$ cat src/design/ncd_pkg.sv
// ncd_pkg: shared types, constants and the microcode ROM of the negative
// cycle detector. No dependencies; used by every module but ncd_ram.
`default_nettype none

package ncd_pkg;

  // Fixed field widths of the ports
  localparam int VTX_BITS       = 9;
  localparam int WEIGHT_IN_BITS = 16;

  // Defaults for the top-level parameters
  localparam int DEF_MAX_VERTICES = 256;
  localparam int DEF_MAX_EDGES    = 1024;
  localparam int DEF_WEIGHT_BITS  = 16;

  // Microcode address width
  localparam int UPC_BITS = 5;
  typedef logic [UPC_BITS-1:0] upc_t;

  // Named step addresses (jump targets)
  localparam upc_t UPC_START    = 5'd0;
  localparam upc_t UPC_SEEN_CLR = 5'd1;
  localparam upc_t UPC_VTX      = 5'd2;
  localparam upc_t UPC_VTX_CHK  = 5'd3;
  localparam upc_t UPC_RCLR     = 5'd4;
  localparam upc_t UPC_SRC      = 5'd5;
  localparam upc_t UPC_PASS     = 5'd6;
  localparam upc_t UPC_PASS_S   = 5'd7;
  localparam upc_t UPC_PASS_D   = 5'd8;
  localparam upc_t UPC_PASS_W   = 5'd9;
  localparam upc_t UPC_PASS_END = 5'd10;
  localparam upc_t UPC_CHECK    = 5'd11;
  localparam upc_t UPC_CHECK_S  = 5'd12;
  localparam upc_t UPC_CHECK_D  = 5'd13;
  localparam upc_t UPC_CHECK_T  = 5'd14;
  localparam upc_t UPC_CHECK_N  = 5'd15;
  localparam upc_t UPC_SUPD0    = 5'd16;
  localparam upc_t UPC_SUPD     = 5'd17;
  localparam upc_t UPC_SUPD_W   = 5'd18;
  localparam upc_t UPC_NEXTK    = 5'd19;
  localparam upc_t UPC_FIN0     = 5'd20;
  localparam upc_t UPC_FIN1     = 5'd21;

  // Memory operation of one step
  typedef enum logic [3:0] {
    MEM_NONE,
    MEM_SEEN_CLR,    // seen[j] <= 0
    MEM_SEEN_RD,     // read seen[k]
    MEM_DIST_CLR,    // dist[j] <= unreached
    MEM_DIST_SRC,    // dist[k] <= reached, 0
    MEM_EDGE_RD,     // read edge[j]
    MEM_DIST_RD_SRC, // read dist[src]
    MEM_DIST_RD_DST, // read dist[dst], latch dist[src]
    MEM_RELAX,       // write dist[dst] if the edge relaxes
    MEM_DIST_RD_J,   // read dist[j]
    MEM_SEEN_SET     // seen[j] <= 1 if dist[j] reached
  } mem_op_t;

  // Counter operation
  typedef enum logic [1:0] {
    CNT_KEEP,
    CNT_CLR,
    CNT_ONE,
    CNT_INC
  } cnt_op_t;

  // Jump condition
  typedef enum logic [3:0] {
    COND_NONE,
    COND_NV_ZERO,
    COND_NV_ONE,
    COND_V_MORE,
    COND_E_MORE,
    COND_K_MORE,
    COND_P_MORE,
    COND_SEEN,
    COND_HIT
  } cond_sel_t;

  // End of search
  typedef enum logic [1:0] {
    FIN_NONE,
    FIN_CLEAR, // result 0
    FIN_FLAG   // result 1
  } fin_op_t;

  typedef struct packed {
    mem_op_t   mem;
    cnt_op_t   j_op;
    cnt_op_t   k_op;
    cnt_op_t   p_op;
    cond_sel_t cond;
    upc_t      target;
    fin_op_t   fin;
  } ctrl_word_t;

  // Status flags from the datapath for jump evaluation
  typedef struct packed {
    logic nv_zero;
    logic nv_one;
    logic v_more;
    logic e_more;
    logic k_more;
    logic p_more;
    logic seen;
    logic hit;
  } cond_flags_t;

  function automatic ctrl_word_t cw(input mem_op_t m, input cnt_op_t jo,
                                    input cnt_op_t ko, input cnt_op_t po,
                                    input cond_sel_t c, input upc_t t,
                                    input fin_op_t f);
    ctrl_word_t w;
    w.mem    = m;
    w.j_op   = jo;
    w.k_op   = ko;
    w.p_op   = po;
    w.cond   = c;
    w.target = t;
    w.fin    = f;
    return w;
  endfunction

  // Control word issued while the sequencer is idle
  function automatic ctrl_word_t idle_word();
    return cw(MEM_NONE, CNT_KEEP, CNT_KEEP, CNT_KEEP, COND_NONE, UPC_START, FIN_NONE);
  endfunction

  // Microcode ROM: Bellman-Ford from every unseen source vertex
  function automatic ctrl_word_t ucode(input upc_t a);
    ctrl_word_t w;
    case (a)
      // j, k <= 0; empty vertex range ends at once
      UPC_START:    w = cw(MEM_NONE, CNT_CLR, CNT_CLR, CNT_KEEP,
                           COND_NV_ZERO, UPC_FIN0, FIN_NONE);
      // clear the seen map
      UPC_SEEN_CLR: w = cw(MEM_SEEN_CLR, CNT_INC, CNT_KEEP, CNT_KEEP,
                           COND_V_MORE, UPC_SEEN_CLR, FIN_NONE);
      // per source k: skip if already seen
      UPC_VTX:      w = cw(MEM_SEEN_RD, CNT_CLR, CNT_KEEP, CNT_KEEP,
                           COND_NONE, UPC_START, FIN_NONE);
      UPC_VTX_CHK:  w = cw(MEM_NONE, CNT_KEEP, CNT_KEEP, CNT_KEEP,
                           COND_SEEN, UPC_NEXTK, FIN_NONE);
      // mark all vertices unreached, then seed the source
      UPC_RCLR:     w = cw(MEM_DIST_CLR, CNT_INC, CNT_KEEP, CNT_KEEP,
                           COND_V_MORE, UPC_RCLR, FIN_NONE);
      UPC_SRC:      w = cw(MEM_DIST_SRC, CNT_CLR, CNT_KEEP, CNT_ONE,
                           COND_NV_ONE, UPC_CHECK, FIN_NONE);
      // relaxation passes, four steps per edge
      UPC_PASS:     w = cw(MEM_EDGE_RD, CNT_KEEP, CNT_KEEP, CNT_KEEP,
                           COND_NONE, UPC_START, FIN_NONE);
      UPC_PASS_S:   w = cw(MEM_DIST_RD_SRC, CNT_KEEP, CNT_KEEP, CNT_KEEP,
                           COND_NONE, UPC_START, FIN_NONE);
      UPC_PASS_D:   w = cw(MEM_DIST_RD_DST, CNT_KEEP, CNT_KEEP, CNT_KEEP,
                           COND_NONE, UPC_START, FIN_NONE);
      UPC_PASS_W:   w = cw(MEM_RELAX, CNT_INC, CNT_KEEP, CNT_KEEP,
                           COND_E_MORE, UPC_PASS, FIN_NONE);
      UPC_PASS_END: w = cw(MEM_NONE, CNT_CLR, CNT_KEEP, CNT_INC,
                           COND_P_MORE, UPC_PASS, FIN_NONE);
      // check pass: any edge that still relaxes ends the search
      UPC_CHECK:    w = cw(MEM_EDGE_RD, CNT_KEEP, CNT_KEEP, CNT_KEEP,
                           COND_NONE, UPC_START, FIN_NONE);
      UPC_CHECK_S:  w = cw(MEM_DIST_RD_SRC, CNT_KEEP, CNT_KEEP, CNT_KEEP,
                           COND_NONE, UPC_START, FIN_NONE);
      UPC_CHECK_D:  w = cw(MEM_DIST_RD_DST, CNT_KEEP, CNT_KEEP, CNT_KEEP,
                           COND_NONE, UPC_START, FIN_NONE);
      UPC_CHECK_T:  w = cw(MEM_NONE, CNT_KEEP, CNT_KEEP, CNT_KEEP,
                           COND_HIT, UPC_FIN1, FIN_NONE);
      UPC_CHECK_N:  w = cw(MEM_NONE, CNT_INC, CNT_KEEP, CNT_KEEP,
                           COND_E_MORE, UPC_CHECK, FIN_NONE);
      // fold reached vertices into the seen map
      UPC_SUPD0:    w = cw(MEM_NONE, CNT_CLR, CNT_KEEP, CNT_KEEP,
                           COND_NONE, UPC_START, FIN_NONE);
      UPC_SUPD:     w = cw(MEM_DIST_RD_J, CNT_KEEP, CNT_KEEP, CNT_KEEP,
                           COND_NONE, UPC_START, FIN_NONE);
      UPC_SUPD_W:   w = cw(MEM_SEEN_SET, CNT_INC, CNT_KEEP, CNT_KEEP,
                           COND_V_MORE, UPC_SUPD, FIN_NONE);
      UPC_NEXTK:    w = cw(MEM_NONE, CNT_KEEP, CNT_INC, CNT_KEEP,
                           COND_K_MORE, UPC_VTX, FIN_NONE);
      UPC_FIN0:     w = cw(MEM_NONE, CNT_KEEP, CNT_KEEP, CNT_KEEP,
                           COND_NONE, UPC_START, FIN_CLEAR);
      UPC_FIN1:     w = cw(MEM_NONE, CNT_KEEP, CNT_KEEP, CNT_KEEP,
                           COND_NONE, UPC_START, FIN_FLAG);
      default:      w = cw(MEM_NONE, CNT_KEEP, CNT_KEEP, CNT_KEEP,
                           COND_NONE, UPC_START, FIN_CLEAR);
    endcase
    return w;
  endfunction

endpackage

`default_nettype wire

$ cat src/design/ncd_sequencer.sv
// ncd_sequencer: step counter and microcode ROM with conditional jumps.
// Depends on ncd_pkg (control word, flags, ROM contents).
`default_nettype none

module ncd_sequencer (
  input  logic                 clk,
  input  logic                 rst_n,
  input  logic                 go,
  input  ncd_pkg::cond_flags_t flags,
  output ncd_pkg::ctrl_word_t  ctrl,
  output logic                 busy
);
  import ncd_pkg::*;

  upc_t upc_r, upc_nxt;
  logic busy_r, busy_nxt;
  logic taken;

  // current control word
  always_comb begin
    if (busy_r) begin
      ctrl = ucode(upc_r);
    end else begin
      ctrl = idle_word();
    end
  end

  // jump condition
  always_comb begin
    case (ctrl.cond)
      COND_NONE:    taken = 1'b0;
      COND_NV_ZERO: taken = flags.nv_zero;
      COND_NV_ONE:  taken = flags.nv_one;
      COND_V_MORE:  taken = flags.v_more;
      COND_E_MORE:  taken = flags.e_more;
      COND_K_MORE:  taken = flags.k_more;
      COND_P_MORE:  taken = flags.p_more;
      COND_SEEN:    taken = flags.seen;
      COND_HIT:     taken = flags.hit;
      default:      taken = 1'b0;
    endcase
  end

  // next step
  always_comb begin
    busy_nxt = busy_r;
    upc_nxt  = upc_r;
    if (!busy_r) begin
      if (go) begin
        busy_nxt = 1'b1;
        upc_nxt  = UPC_START;
      end
    end else if (ctrl.fin != FIN_NONE) begin
      busy_nxt = 1'b0;
      upc_nxt  = UPC_START;
    end else if (taken) begin
      upc_nxt = ctrl.target;
    end else begin
      upc_nxt = UPC_BITS'(upc_r + 1'b1);
    end
  end

  always_ff @(posedge clk) begin
    if (!rst_n) begin
      busy_r <= 1'b0;
      upc_r  <= UPC_START;
    end else begin
      busy_r <= busy_nxt;
      upc_r  <= upc_nxt;
    end
  end

  assign busy = busy_r;

  // a search always begins at the first step
  a_go_start: assert property (@(posedge clk) disable iff (!rst_n)
    (go && !busy_r) |=> (busy_r && upc_r == UPC_START))
    else $error("search did not start at first step");

  // a finishing step releases the block
  a_fin_idle: assert property (@(posedge clk) disable iff (!rst_n)
    (busy_r && ctrl.fin != FIN_NONE) |=> !busy_r)
    else $error("sequencer stayed busy after finish");

endmodule

`default_nettype wire

$ cat config.mk
export PLATFORM = sky130hd
export DESIGN_NAME = ncd_sequencer
export DESIGN_NICKNAME = d
export VERILOG_FILES = /design/src/design/ncd_pkg.sv /design/src/design/ncd_sequencer.sv
export SDC_FILE = /design/constraint.sdc
export NUM_CORES = 1
export LEC_CHECK = 0
export BUFFER_PORTS_ARGS = -buffer_cell sky130_fd_sc_hd__buf_2
export CORE_ASPECT_RATIO = 0.9
export CORE_UTILIZATION = 59
export CTS_CLUSTER_SIZE = 20
export DETAILED_ROUTE_END_ITERATION = 10
export PLACE_DENSITY_LB_ADDON = 0.05
export SLEW_MARGIN = 15
export SYNTH_ARGS = -nofsm -noshare
export SYNTH_HDL_FRONTEND = slang
export SYNTH_SLANG_ARGS = --single-unit
$ cat constraint.sdc
create_clock -name clk -period 4.7 [get_ports clk]
set_clock_uncertainty 0.2 [all_clocks]
set_input_delay 0.94 -clock clk [delete_from_list [all_inputs] [get_ports clk]]
set_output_delay 0.94 -clock clk [all_outputs]
set_load 0.01 [all_outputs]
-- Word level (Yosys, flattened, before mapping)
Memory sizes are Yosys's and may differ from the RTL's. A register that Yosys moved wholly into a read port is not among the register bits.
Cells that the tools add are included.
W data, S select, Z words.
- add/subtract/negate cells: 1
- equal/unequal tests: 8
- muxes and demuxes: 11
- reduce and logical (&&, ||, !) cells: 2
- operators with widths (cell ; number):
    $mux W5 ; 6
    $mux W21 ; 1
    $eq A4 B3 Y1 const B ; 4
    $eq A4 B2 Y1 const B ; 2
    $pmux W1 S8 ; 1
    $add A5 B1 Y5 const B ; 1
    $eq A4 B1 Y1 const B ; 1
    $eq A4 B4 Y1 const B ; 1
    $reduce_bool A2 Y1 ; 2
    $mux W1 ; 3
- flip-flop bits (word level): 6
- bits in read-only memories: 672
- input port bits: 11
- output and inout bits: 22
- memories kept: 1
- memory list (name ; words ; bits a word ; rd ports ; clocked after memory_dff ; write ports ; line ; source):
    (name not given) ; 32 ; 21 ; 1 ; 1 ; 0 ; ncd_pkg.sv:132 ; case (a)

-- Longest topological paths before layout
Gate-level depths: netlist (run 1).
- depth in word-level cells: 8
- depth in mapped cells: 13
- gate-level depth less buffers: 11

-- Least setup slack after synthesis (run 1)
Ideal clock, no wire load.
- path type: input-to-reg
- from: in flags[1] (netlist bit)
- to: reg with a tool-made name
- library setup time: 117 ps
- arrival: 3125 ps
- slack: 1259 ps
- cell stages on the path: 10
- buffers on the path: 2
- cell sequence: and3_1 > a21o_1 > a311o_1 > buf_2 > or4b_1 > a32o_1 > and2_1 > buf_6 > a22o_1 > a22o_1
- RTL lines (what ; line ; source):
    start: declaration ; ncd_sequencer.sv:9 ; input ncd_pkg::cond_flags_t flags,

==> results of run 1 <==
## layout make-up
type	instances	share of cell area, %
multi-input cells	162	54.9
flip-flops and latches	27	28.8
repair buffers	35	9.75
well taps	38	2.54
inverters	12	2.40
clock buffers	3	1.20
clock inverters	1	0.401
## through the flow
stage / utilization [%] / power (mW) / area, um2 / setup WS [ns] / cells
global route: 72.8 / 0.458 / 1870 / 0.851 / 278
finish: 72.8 / 0.439 / 1870 / 1.07 / 278
detailed placement: 71.7 / 0.338 / 1840 / 0.804 / 274
CTS: 72.8 / 0.438 / 1870 / 1.17 / 278
floorplan: - / 0.311 / 1670 / 1.26 / 213
global placement: 71.7 / 0.335 / 1840 / 0.830 / 274
## cells by family after synthesis
logic type	share of synthesized area [%]
buffers and inverters	6.07
flip-flops	32.4
adder cells (fa/ha/maj)	4.49
AO/OA/AOI/OAI	22.7
XOR/XNOR	1.05
multiplexers	3.30
AND/OR/NAND/NOR	30.0
## per-layer routing
metal,up-vias,global-route usage [%]
li1,808,-
met5,-,0
met2,93,48.5
met4,0,8.33
met3,6,6.67
met1,737,37.4
## how the worst min path moves through the flow
stage | end | slack (ns) | depth (start not counted)
finish | busy | 0.59 | 3
global route | busy | 0.64 | 3
CTS | busy | 0.60 | 3
detailed placement | busy | 0.56 | 3
global placement | busy | 0.53 | 3
floorplan | upc_r[4] | 0.48 | 3
## report_power, final
part / internal (mW) / total (mW) / switching, mW
Clock: 0.0327 / 0.104 / 0.0717
Combinational: 0.0351 / 0.0887 / 0.0536
Sequential: 0.240 / 0.246 / 0.00617
Total: 0.308 / 0.439 / 0.131
## critical path, cell delays in order (launching register included)
cell and delay (ns):
sky130_fd_sc_hd__dfxtp_1 0.33, sky130_fd_sc_hd__buf_4 0.24, sky130_fd_sc_hd__nor2b_1 0.24, sky130_fd_sc_hd__nor4bb_1 0.33, sky130_fd_sc_hd__a311o_1 0.40, sky130_fd_sc_hd__or2_0 0.38
sky130_fd_sc_hd__o211a_1 0.48, sky130_fd_sc_hd__clkinv_1 0.33, sky130_fd_sc_hd__nand2b_1 0.25, sky130_fd_sc_hd__mux2i_2 0.12, sky130_fd_sc_hd__a22o_1 0.24
## layout by cell type (no fill, tap or decap), types with 3 or more instances in the layout
| master | Yosys | routed |
|---|---|---|
| sky130_fd_sc_hd__o211ai_1 | 4 | 4 |
| sky130_fd_sc_hd__nand3_1 | 8 | 8 |
| sky130_fd_sc_hd__and3_1 | 6 | 6 |
| sky130_fd_sc_hd__clkbuf_4 | 0 | 3 |
| sky130_fd_sc_hd__a21oi_1 | 5 | 5 |
| sky130_fd_sc_hd__buf_4 | 0 | 3 |
| sky130_fd_sc_hd__inv_1 | 11 | 11 |
| sky130_fd_sc_hd__o21a_1 | 5 | 5 |
| sky130_fd_sc_hd__o21ai_0 | 10 | 10 |
| sky130_fd_sc_hd__a22o_1 | 4 | 4 |
| sky130_fd_sc_hd__nor2b_1 | 3 | 3 |
| sky130_fd_sc_hd__nand2_1 | 18 | 18 |
| sky130_fd_sc_hd__ha_1 | 6 | 6 |
| sky130_fd_sc_hd__mux2i_1 | 3 | 3 |
| sky130_fd_sc_hd__nand3b_1 | 3 | 3 |
| sky130_fd_sc_hd__buf_2 | 3 | 32 |
| sky130_fd_sc_hd__and2_1 | 18 | 18 |
| sky130_fd_sc_hd__dfxtp_1 | 27 | 27 |
| sky130_fd_sc_hd__nor2_1 | 27 | 27 |
==> results summary, run 1 <==
The flow ran to the end, and the final reports show no timing, DRC or antenna violations. The share of the Yosys chip area taken by registers is 32.4%. The maximum clock frequency is 276 MHz. Sorting the synthesized cells by how often they occur yields 27 x sky130_fd_sc_hd__dfxtp_1, 27 x sky130_fd_sc_hd__nor2_1, 18 x sky130_fd_sc_hd__and2_1, 18 x sky130_fd_sc_hd__nand2_1, 11 x sky130_fd_sc_hd__inv_1. The count of cells along the worst register-to-register path is 10. The total wire length came out at 4.23 mm.

The critical path required time came out at 4.74 ns. After the last flow step, the layout net total stands at 258. The amount of wire on met3 after detailed routing came out at 397 um. The storage element area came out at 541 um2. The post-synthesis sequential element count is 27.

The maximum level of the CTS H-tree is 1. Counting flops with a built-in enable in the synthesized netlist gives 0. The areal power density over the cells came out at 234 nW/um2. The gate count of the mapped netlist is 213.

Hold timing on the final database bottoms out at a slack of 0.591 ns. VDD sags by at most 0.000212 V. The maximum number of pins on one net before global-route repair is 28.

The estimated wirelength of the detail-placed design came out at 3.08 mm. The synthesized netlist contains 51 unique library cells. Clock latency on the worst-skew pair, taken at its later pin, is 0.33 ns. The maximum fanout along the worst path came out at 27. The number of buffers created by CTS came out at 3. The routed length on met1 came out at 1.86 mm. The final setup TNS is 0 ns. The final count of negative-setup-slack endpoints is 0. The horizontal die dimension came out at 58.1 um. Sorting the synthesized cells by area gives the leading types as sky130_fd_sc_hd__dfxtp_1 32%, sky130_fd_sc_hd__and2_1 6.7%, sky130_fd_sc_hd__nor2_1 6.1%. The detail route stage leaves a number of antenna-violating nets equal to 0. TritonCTS built the clock tree. For this run the aggregate overflow at the end of global routing stands at 0. The tightest min-delay check is of the reg2reg type. The count of endpoints failing hold in the final timing report came out at 0. The root buffer cell chosen for the clock tree is sky130_fd_sc_hd__clkbuf_4.

Cells with a size suffix above 1 make up 17.5% of the layout. The mean cell area of the mapped netlist came out at 7.84 um2. The first detailed-routing pass ran for 5 iterations. The number of resized instances in the post-cts repair step came out at 0. In this run the most critical hold path is launched from busy. At the worst endpoint, the arrival time is 3.67 ns. Tracing the worst setup path back leads to its startpoint at busy. The highest metal layer carrying signal wires in the routed design is met4. The biggest area contributor in the post-synthesis netlist is sky130_fd_sc_hd__dfxtp_1. The number of pins exceeding their max-slew limit in the final report came out at 0. Wire segments on met2 add up to 1.92 mm in the final route. The number of rows in the core area came out at 17. The via count of the first global-routing pass was 1419. STA classifies the critical path endpoint as a flip-flop.

The total of fill cells in the finished design is 194. The footprint of the multi-input gates came out at 1030 um2. The via count is 1644.

The number of clock sinks came out at 27. The initial antenna violation count is 0. Among all flip-flop cells after synthesis, the most frequent one is sky130_fd_sc_hd__dfxtp_1. In the routed layout, each cell is associated on average with a via count of 5.91. From synthesis to final layout, the design area changed by 12.2%.

The effective utilization at floorplan is 64.9%. The static leakage power came out at 0.926 nW. The core region is 2570 um2. The post-cts hold buffer count came out at 0.

The area of the mapped netlist is 1670 um2. In the final routed layout, each cell accounts on average for 15.2 um. Setup repair after global routing left no endpoint under its margin.

Yosys printed 0 warnings. The clock period minus final worst setup slack is 3.63 ns. The count of buffers added by post-CTS timing repair for setup is 0.

Counting along the longest clock path gives a buffer depth of 2. The clock-pin slew on the worst setup and hold paths came out at 0.14 ns. For this design the top-level I/O count stands at 33. In the synthesized netlist the async set-or-reset flop fraction comes to 0%.

The number of input and output port buffers inserted is 32. The worst setup path is of the reg2reg kind. The fraction of synthesized cell area taken by the top area cell type came out at 32.4%.

The transition time at the pin with the least slew margin came out at 0.581 ns. STA classifies the critical path startpoint as a flip-flop. The antenna diode instance count is 0. The worst register-to-register path begins at busy. The number of maximum-capacitance violations came out at 0. The worst slew margin relative to its limit is 61.1%. The number of design-rule violations left by the first detailed-router iteration came out at 109. In the routed design, unresolved DRC markers number 0. The number of nets handed over by synthesis was 230. The wire length of the first global-routing pass came out at 6.59 mm. At the end of routability-driven placement, the weighted congestion stood at 0.949. The total global-route track usage came out at 29.0%. The die span in y came out at 52.5 um. Across all register-to-register paths, the minimum setup slack is 1.07 ns. The die outline area is 3050 um2. The worst path uses 77.1% of the clock period.
Note: power is estimated with default switching activity, not from simulation.
==> inputs of run 2 (changes only) <==
Settings changed: CORE_UTILIZATION 59 to 54.
Clock period 4.7 ns to 3.5 ns, I/O delays scaled along.
==> run 2 against run 1 <==
Compared with the run above: sequential power is 34% higher; setup slack got worse by 0.81 ns; final cell count increased by 2.5%; maximum frequency increased by 12%.
==> results summary, run 2 (synthesis results as in run 1) <==
The post-cts hold buffer count came out at 0 (unchanged). Leaving out fill and tap cells, the most frequent cells in the layout are 32 x sky130_fd_sc_hd__buf_2, 27 x sky130_fd_sc_hd__nor2_1, 27 x sky130_fd_sc_hd__dfxtp_1. The via-per-instance ratio was 5.91 (about the same).

The maximum clock frequency is 309 MHz (+12%). The clock power share came out at 23.8% (about the same). The flow ran to the end, and the final reports show no timing, DRC or antenna violations. The final setup TNS was 0 ns (unchanged). The peak ir drop on the vdd network is 0.000208 V (-1.9%). The worst stage delay on the critical path came out at 0.49 ns (about the same). The worst hold path terminates at busy. Traced cell by cell, the critical path runs through buf_4 -> and2_1 -> and4b_1 -> a311o_1 -> or4b_1 -> a32o_1 -> buf_4 -> nor2b_1 -> a21oi_1 -> o22ai_1. The die outline area is 3320 um2 (+8.9%). The total global-route track usage was 29.5% (+0.49 points). TritonCTS built the clock tree. The maximum number of pins on one net before global-route repair is 27 (-3.6%). The worst slew margin relative to its limit came out at 56.5% (-4.7 points).

The switching power as a share of total power was 30.1% (+0.20 points). Leaving out fill and tap cells, the most frequent cell in the layout is sky130_fd_sc_hd__buf_2. The number of standard cells in the layout, taps in and fillers out came out at 285 (+2.5%).

The areal power density over the cells came to 311 nW/um2 (+33%). The total grt overflow came out at 0 (unchanged). The sequential share of power is 55.5% (-0.5 points).

The residual antenna-violating net count after detailed routing is 0 (unchanged). The total internal power is 0.415 mW (+35%). The tightest min-delay check is of the in2reg type. The maximum count of clock buffers along a single path is 2 (unchanged). The maximum fanout along the worst path came out at 26 (-3.7%).

In this run the most critical hold path is launched from go. The post-layout net count came out at 263 (+1.9%). The relative contribution of combinational cells to total power came out at 20.7% (+0.5 points). The clock period minus final worst setup slack is 3.24 ns (-0.386 ns). The number of input and output port buffers inserted is 32 (unchanged). The post-route DRC violation count is 0 (unchanged). The area inside the core boundary is 2840 um2 (+10%). The worst path arrival time came to 3.30 ns (-0.37 ns). By instance count, the cell type seen most on the critical path is sky130_fd_sc_hd__buf_4. The static leakage power came out at 0.952 nW (+2.8%).

The hold-critical path depth is 3 (unchanged). The number of clock sinks is 27 (unchanged). The estimated wirelength of the detail-placed design came out at 3.34 mm (+8.3%). The count of buffers added by post-CTS timing repair for setup is 0 (unchanged). The total wire length is 4.41 mm (+4.4%).

The count of cells along the worst register-to-register path is 10 (unchanged). The per-cell routed wire length came to 15.5 um (+1.8%). The number of design-rule violations left by the first detailed-router iteration is 89 (-18%).

STA classifies the critical path startpoint as a flip-flop. The share of post-route cells with drive strength above 1 came out at 19.2% (+1.7 points). The number of pins exceeding their max-slew limit in the final report is 0 (unchanged). The antenna diode instance count is 0 (unchanged).

The final RePlAce weighted congestion is 0.938 (-1.1%). The number of maximum-capacitance violations is 0 (unchanged). The register-to-register setup slack is 0.26 ns (-0.81 ns).

The clock insertion delay at the later pin of the skew report is 0.34 ns (about the same). The critical path required time was 3.56 ns (-1.18 ns). The top-level port count is 33 (unchanged). The share of the clock period used by the worst path came to 92.6% (+15 points). The root buffer cell is sky130_fd_sc_hd__clkbuf_4. The final count of negative-setup-slack endpoints is 0 (unchanged). The die span in y came to 54.8 um (+4.4%). The count of endpoints failing hold in the final timing report came to 0 (unchanged).

The number of detailed-route iterations in the first pass came out at 4 (-1). The layout overhead on the synthesized area came out at 14.6%. The via count of the first global-routing pass came out at 1487 (+4.8%). The horizontal die dimension came to 60.6 um (+4.4%). The clock-pin slew on the worst setup and hold paths was 0.16 ns (+0.02 ns).

The power spent charging and discharging nets came out at 0.179 mW (+36%). The transition time at the pin with the least slew margin is 0.651 ns (+0.0698 ns). Setup repair after global routing left no endpoint under its margin. The number of resized instances in the post-cts repair step came out at 0 (unchanged). The maximum level of the CTS H-tree is 1 (unchanged). The effective utilization at floorplan is 58.9% (-6.0 points). The worst reg2reg path startpoint is busy. The startpoint-to-endpoint class of the critical path is reg2reg. The number of rows in the core area was 18 (+1). The via count came out at 1685 (+2.5%). The number of buffers created by CTS is 3 (unchanged). The initial antenna violation count is 1 (+1). The wire length of the first global-routing pass came to 7.03 mm (+6.7%). The worst setup path is captured at a flip-flop. The total of fill cells in the finished design came out at 259 (+34%). The total instance count after detailed placement came to 281 (+2.6%). The slowest stage of the critical path belongs to the cell sky130_fd_sc_hd__or4b_1.
-- run 2: routing by layer --
| metal | wire length, um | global-route usage [%] |
|---|---|---|
| met1 | 1950 | 38.4 |
| met2 | 2020 | 47.4 |
| met3 | 347 | 7.33 |
| met4 | 77 | 10.6 |
| met5 | 13 | 0 |
-- run 2: layout make-up --
type	count	area [um2]	area share, %
clock buffers	3	22.5	1.18
clock inverters	1	7.51	0.392
inverters	12	45.0	2.35
multi-input cells	162	1030	53.7
flip-flops and latches	27	541	28.2
well taps	40	50.0	2.61
repair buffers	40	220	11.5
-- run 2: worst max path at each step --
stage / start / endpoint / slack (ns) / depth (start not counted)
global placement: flags[1] / flip-flop / 0.09 / 12
detailed placement: flags[1] / flip-flop / 0.03 / 10
CTS: busy / flip-flop / 0.29 / 10
finish: busy / flip-flop / 0.26 / 10
floorplan: flags[1] / flip-flop / 0.30 / 10
global route: busy / flip-flop / 0.09 / 10
-- run 2: critical path, delay by kind of cell (launching register included) --
kind | cells | cell delay [ns]
compound gates | 4 | 1.04
buf+inv | 2 | 0.40
flops | 1 | 0.34
simple gates | 4 | 1.20
-- run 2: through the flow --
step / hold WS [ns] / setup WS, ns / util, % / area (um2) / total power, mW
2_1_floorplan: 0.477 / 0.299 / - / 1670 / 0.418
3_3_place_gp: 0.545 / 0.0858 / 66.4 / 1880 / 0.454
3_5_place_dp: 0.557 / 0.0264 / 66.4 / 1880 / 0.458
4_1_cts: 0.496 / 0.292 / 67.5 / 1910 / 0.598
5_1_grt: 0.484 / 0.0855 / 67.5 / 1910 / 0.626
6_report: 0.499 / 0.260 / 67.5 / 1910 / 0.595
-- run 2: power groups by stage --
| stage | logic (mW) | registers [mW] | clock network (mW) |
|---|---|---|---|
| after floorplan | 0.0830 | 0.335 | 0 |
| after global routing | 0.136 | 0.332 | 0.158 |
| after CTS | 0.122 | 0.330 | 0.146 |
| after global placement | 0.118 | 0.336 | 0 |
| after detailed placement | 0.121 | 0.337 | 0 |
| final | 0.123 | 0.330 | 0.141 |
==> inputs of run 3 (changes only) <==
Settings changed: CELL_PAD_IN_SITES_DETAIL_PLACEMENT set to 1, CELL_PAD_IN_SITES_GLOBAL_PLACEMENT set to 2, CORE_ASPECT_RATIO 0.9 to unset, CORE_UTILIZATION 54 to 31.
==> run 3 against run 2 <==
Compared with the run above: combinational power grew 7%; final cell count increased by 13%; sequential cell count is the same; largest cell class unchanged; largest power group unchanged.
==> results summary, run 3 (synthesis results as in run 1) <==
The flow ran to the end, and the final reports show no timing, DRC or antenna violations. The wire length of the first global-routing pass came out at 8.50 mm (+21%). The clock-pin slew on the worst setup and hold paths came to 0.10 ns (-0.06 ns).

The top-level port count was 33 (unchanged). The die span in y came out at 75.4 um (+38%). The via-per-instance ratio was 5.14 (-13%). The area inside the core boundary is 5140 um2 (+81%). STA classifies the critical path startpoint as a flip-flop.

The static leakage power came out at 0.999 nW (+5.0%). The layout overhead on the synthesized area is 21.6%. The via count is 1661 (-1.4%). The maximum count of clock buffers along a single path is 2 (unchanged).

The total global-route track usage came out at 20.3% (-9.2 points). The maximum level of the CTS H-tree is 1 (unchanged). CTS placed an instance of sky130_fd_sc_hd__clkbuf_8 at the clock tree root. The maximum clock frequency was 317 MHz (+2.7%).

The via count of the first global-routing pass came out at 1651 (+11%). In the layout the commonest cells are 32 x sky130_fd_sc_hd__buf_2, 27 x sky130_fd_sc_hd__nor2_1, 27 x sky130_fd_sc_hd__dfxtp_1. The count of endpoints failing hold in the final timing report is 0 (unchanged).

The number of standard cells in the layout, taps in and fillers out is 323 (+13%). The number of resized instances in the post-cts repair step came out at 0 (unchanged). The register-to-register setup slack is 0.34 ns (+0.08 ns). The number of design-rule violations left by the first detailed-router iteration is 90 (+1.1%). The initial antenna violation count came to 0 (-1). The smallest hold slack came out at 0.551 ns (+0.0528 ns). The residual antenna-violating net count after detailed routing is 0 (unchanged). The number of rows in the core area is 26 (+8). The number of clock sinks came out at 27 (unchanged). The worst path arrival time was 3.14 ns (-0.16 ns).

The transition time at the pin with the least slew margin was 0.613 ns (-0.0381 ns). The count of cells along the worst register-to-register path came out at 12 (+2). The worst slack after detailed placement is 0.0903 ns (+0.0639 ns). The hold-critical path depth is 3 (unchanged). The number of input and output port buffers inserted came out at 32 (unchanged). The total grt overflow is 0 (unchanged). The post-layout net count is 271 (+3.0%). STA classifies the critical path endpoint as a flip-flop. The worst hold path terminates at busy.

The clock tree from TritonCTS is yes. The share of the clock period used by the worst path came out at 90.2% (-2.4 points). The final RePlAce weighted congestion came out at 0.866 (-7.7%). The total wire length came out at 5.37 mm (+22%). The total instance count after detailed placement came out at 319 (+14%). The per-cell routed wire length came out at 16.6 um (+7.4%). The die outline area was 5690 um2 (+71%). The estimated wirelength of the detail-placed design came out at 4.26 mm (+27%).

The worst register-to-register path begins at busy. The maximum fanout along the worst path is 26 (unchanged). The peak ir drop on the vdd network was 0.000209 V (+0.71%). The clock period minus final worst setup slack came out at 3.16 ns (-0.0844 ns). The clock insertion delay at the later pin of the skew report is 0.28 ns (-0.06 ns). The number of detailed-route iterations in the first pass is 4 (unchanged). The critical path required time came out at 3.49 ns (-0.07 ns). The number of buffers created by CTS is 3 (unchanged). The final count of negative-setup-slack endpoints is 0 (unchanged). The horizontal die dimension is 75.4 um (+24%). The number of maximum-capacitance violations is 0 (unchanged). The share of post-route cells with drive strength above 1 came to 21.7% (+2.6 points).

The worst slew margin relative to its limit came out at 59.0% (+2.6 points). The slack of the critical path is 0.344 ns (+0.0844 ns). The post-route DRC violation count came to 0 (unchanged). The final setup TNS came out at 0 ns (unchanged).

The effective utilization at floorplan is 32.5% (-26 points). The worst hold path begins at go. The areal power density over the cells came out at 321 nW/um2 (+3.5%). The antenna diode instance count came out at 0 (unchanged). The count of buffers added by post-CTS timing repair for setup came to 0 (unchanged). The maximum number of pins on one net before global-route repair is 27 (unchanged). The post-cts hold buffer count is 0 (unchanged). The library cell used most frequently in the layout, excluding fill and tap cells, is sky130_fd_sc_hd__buf_2. The path type of the worst min-delay path is in2reg.

The number of pins exceeding their max-slew limit in the final report came out at 0 (unchanged). Setup repair after global routing left no endpoint under its margin. The total power is 0.653 mW (+9.8%).

The critical path is of the reg2reg type.
## run 3: per-stage QoR
step	utilization [%]	area, um2
2_1_floorplan	-	1670
3_3_place_gp	38.6	1980
3_5_place_dp	38.6	1980
4_1_cts	39.5	2030
5_1_grt	39.5	2030
6_report	39.5	2030
## run 3: metal layers
| metal | wire length (um) | track usage, % | vias to the layer above |
|---|---|---|---|
| met5 | 0 | 0 | - |
| met4 | 63 | 6.38 | 0 |
| met3 | 155 | 1.72 | 5 |
| met2 | 2500 | 34.2 | 34 |
| met1 | 2650 | 27.5 | 792 |
| li1 | - | - | 830 |
## run 3: critical path, cell delays in order (launching register included)
cell,delay [ns]
sky130_fd_sc_hd__dfxtp_1,0.32
sky130_fd_sc_hd__buf_4,0.21
sky130_fd_sc_hd__and2_1,0.19
sky130_fd_sc_hd__and4b_1,0.17
sky130_fd_sc_hd__a311o_1,0.30
sky130_fd_sc_hd__buf_4,0.18
sky130_fd_sc_hd__o21ai_0,0.25
sky130_fd_sc_hd__o311a_1,0.32
sky130_fd_sc_hd__inv_1,0.12
sky130_fd_sc_hd__ha_1,0.24
sky130_fd_sc_hd__buf_4,0.16
sky130_fd_sc_hd__a32o_1,0.23
sky130_fd_sc_hd__a21o_1,0.16
## run 3: cell type report
cell class,instances,area (um2)
fill,672,3110
multi-input combinational,162,1030
sequential,27,541
timing repair buffer,48,280
tap,70,87.6
inverter,12,45.0
clock buffer,3,41.3
clock inverter,1,7.51
## run 3: worst max-delay path by stage
stage | start | end | slack, ns
final | busy | flip-flop | 0.34
after global routing | busy | flip-flop | 0.14
after CTS | busy | flip-flop | 0.34
after detailed placement | flags[1] | flip-flop | 0.09
after global placement | flags[1] | flip-flop | 0.11
after floorplan | flags[1] | flip-flop | 0.30
## run 3: power by group
group | switching [mW] | internal (mW) | total, mW
logic | 0.0778 | 0.0547 | 0.132
registers | 0.00827 | 0.322 | 0.330
clock network | 0.109 | 0.0812 | 0.190
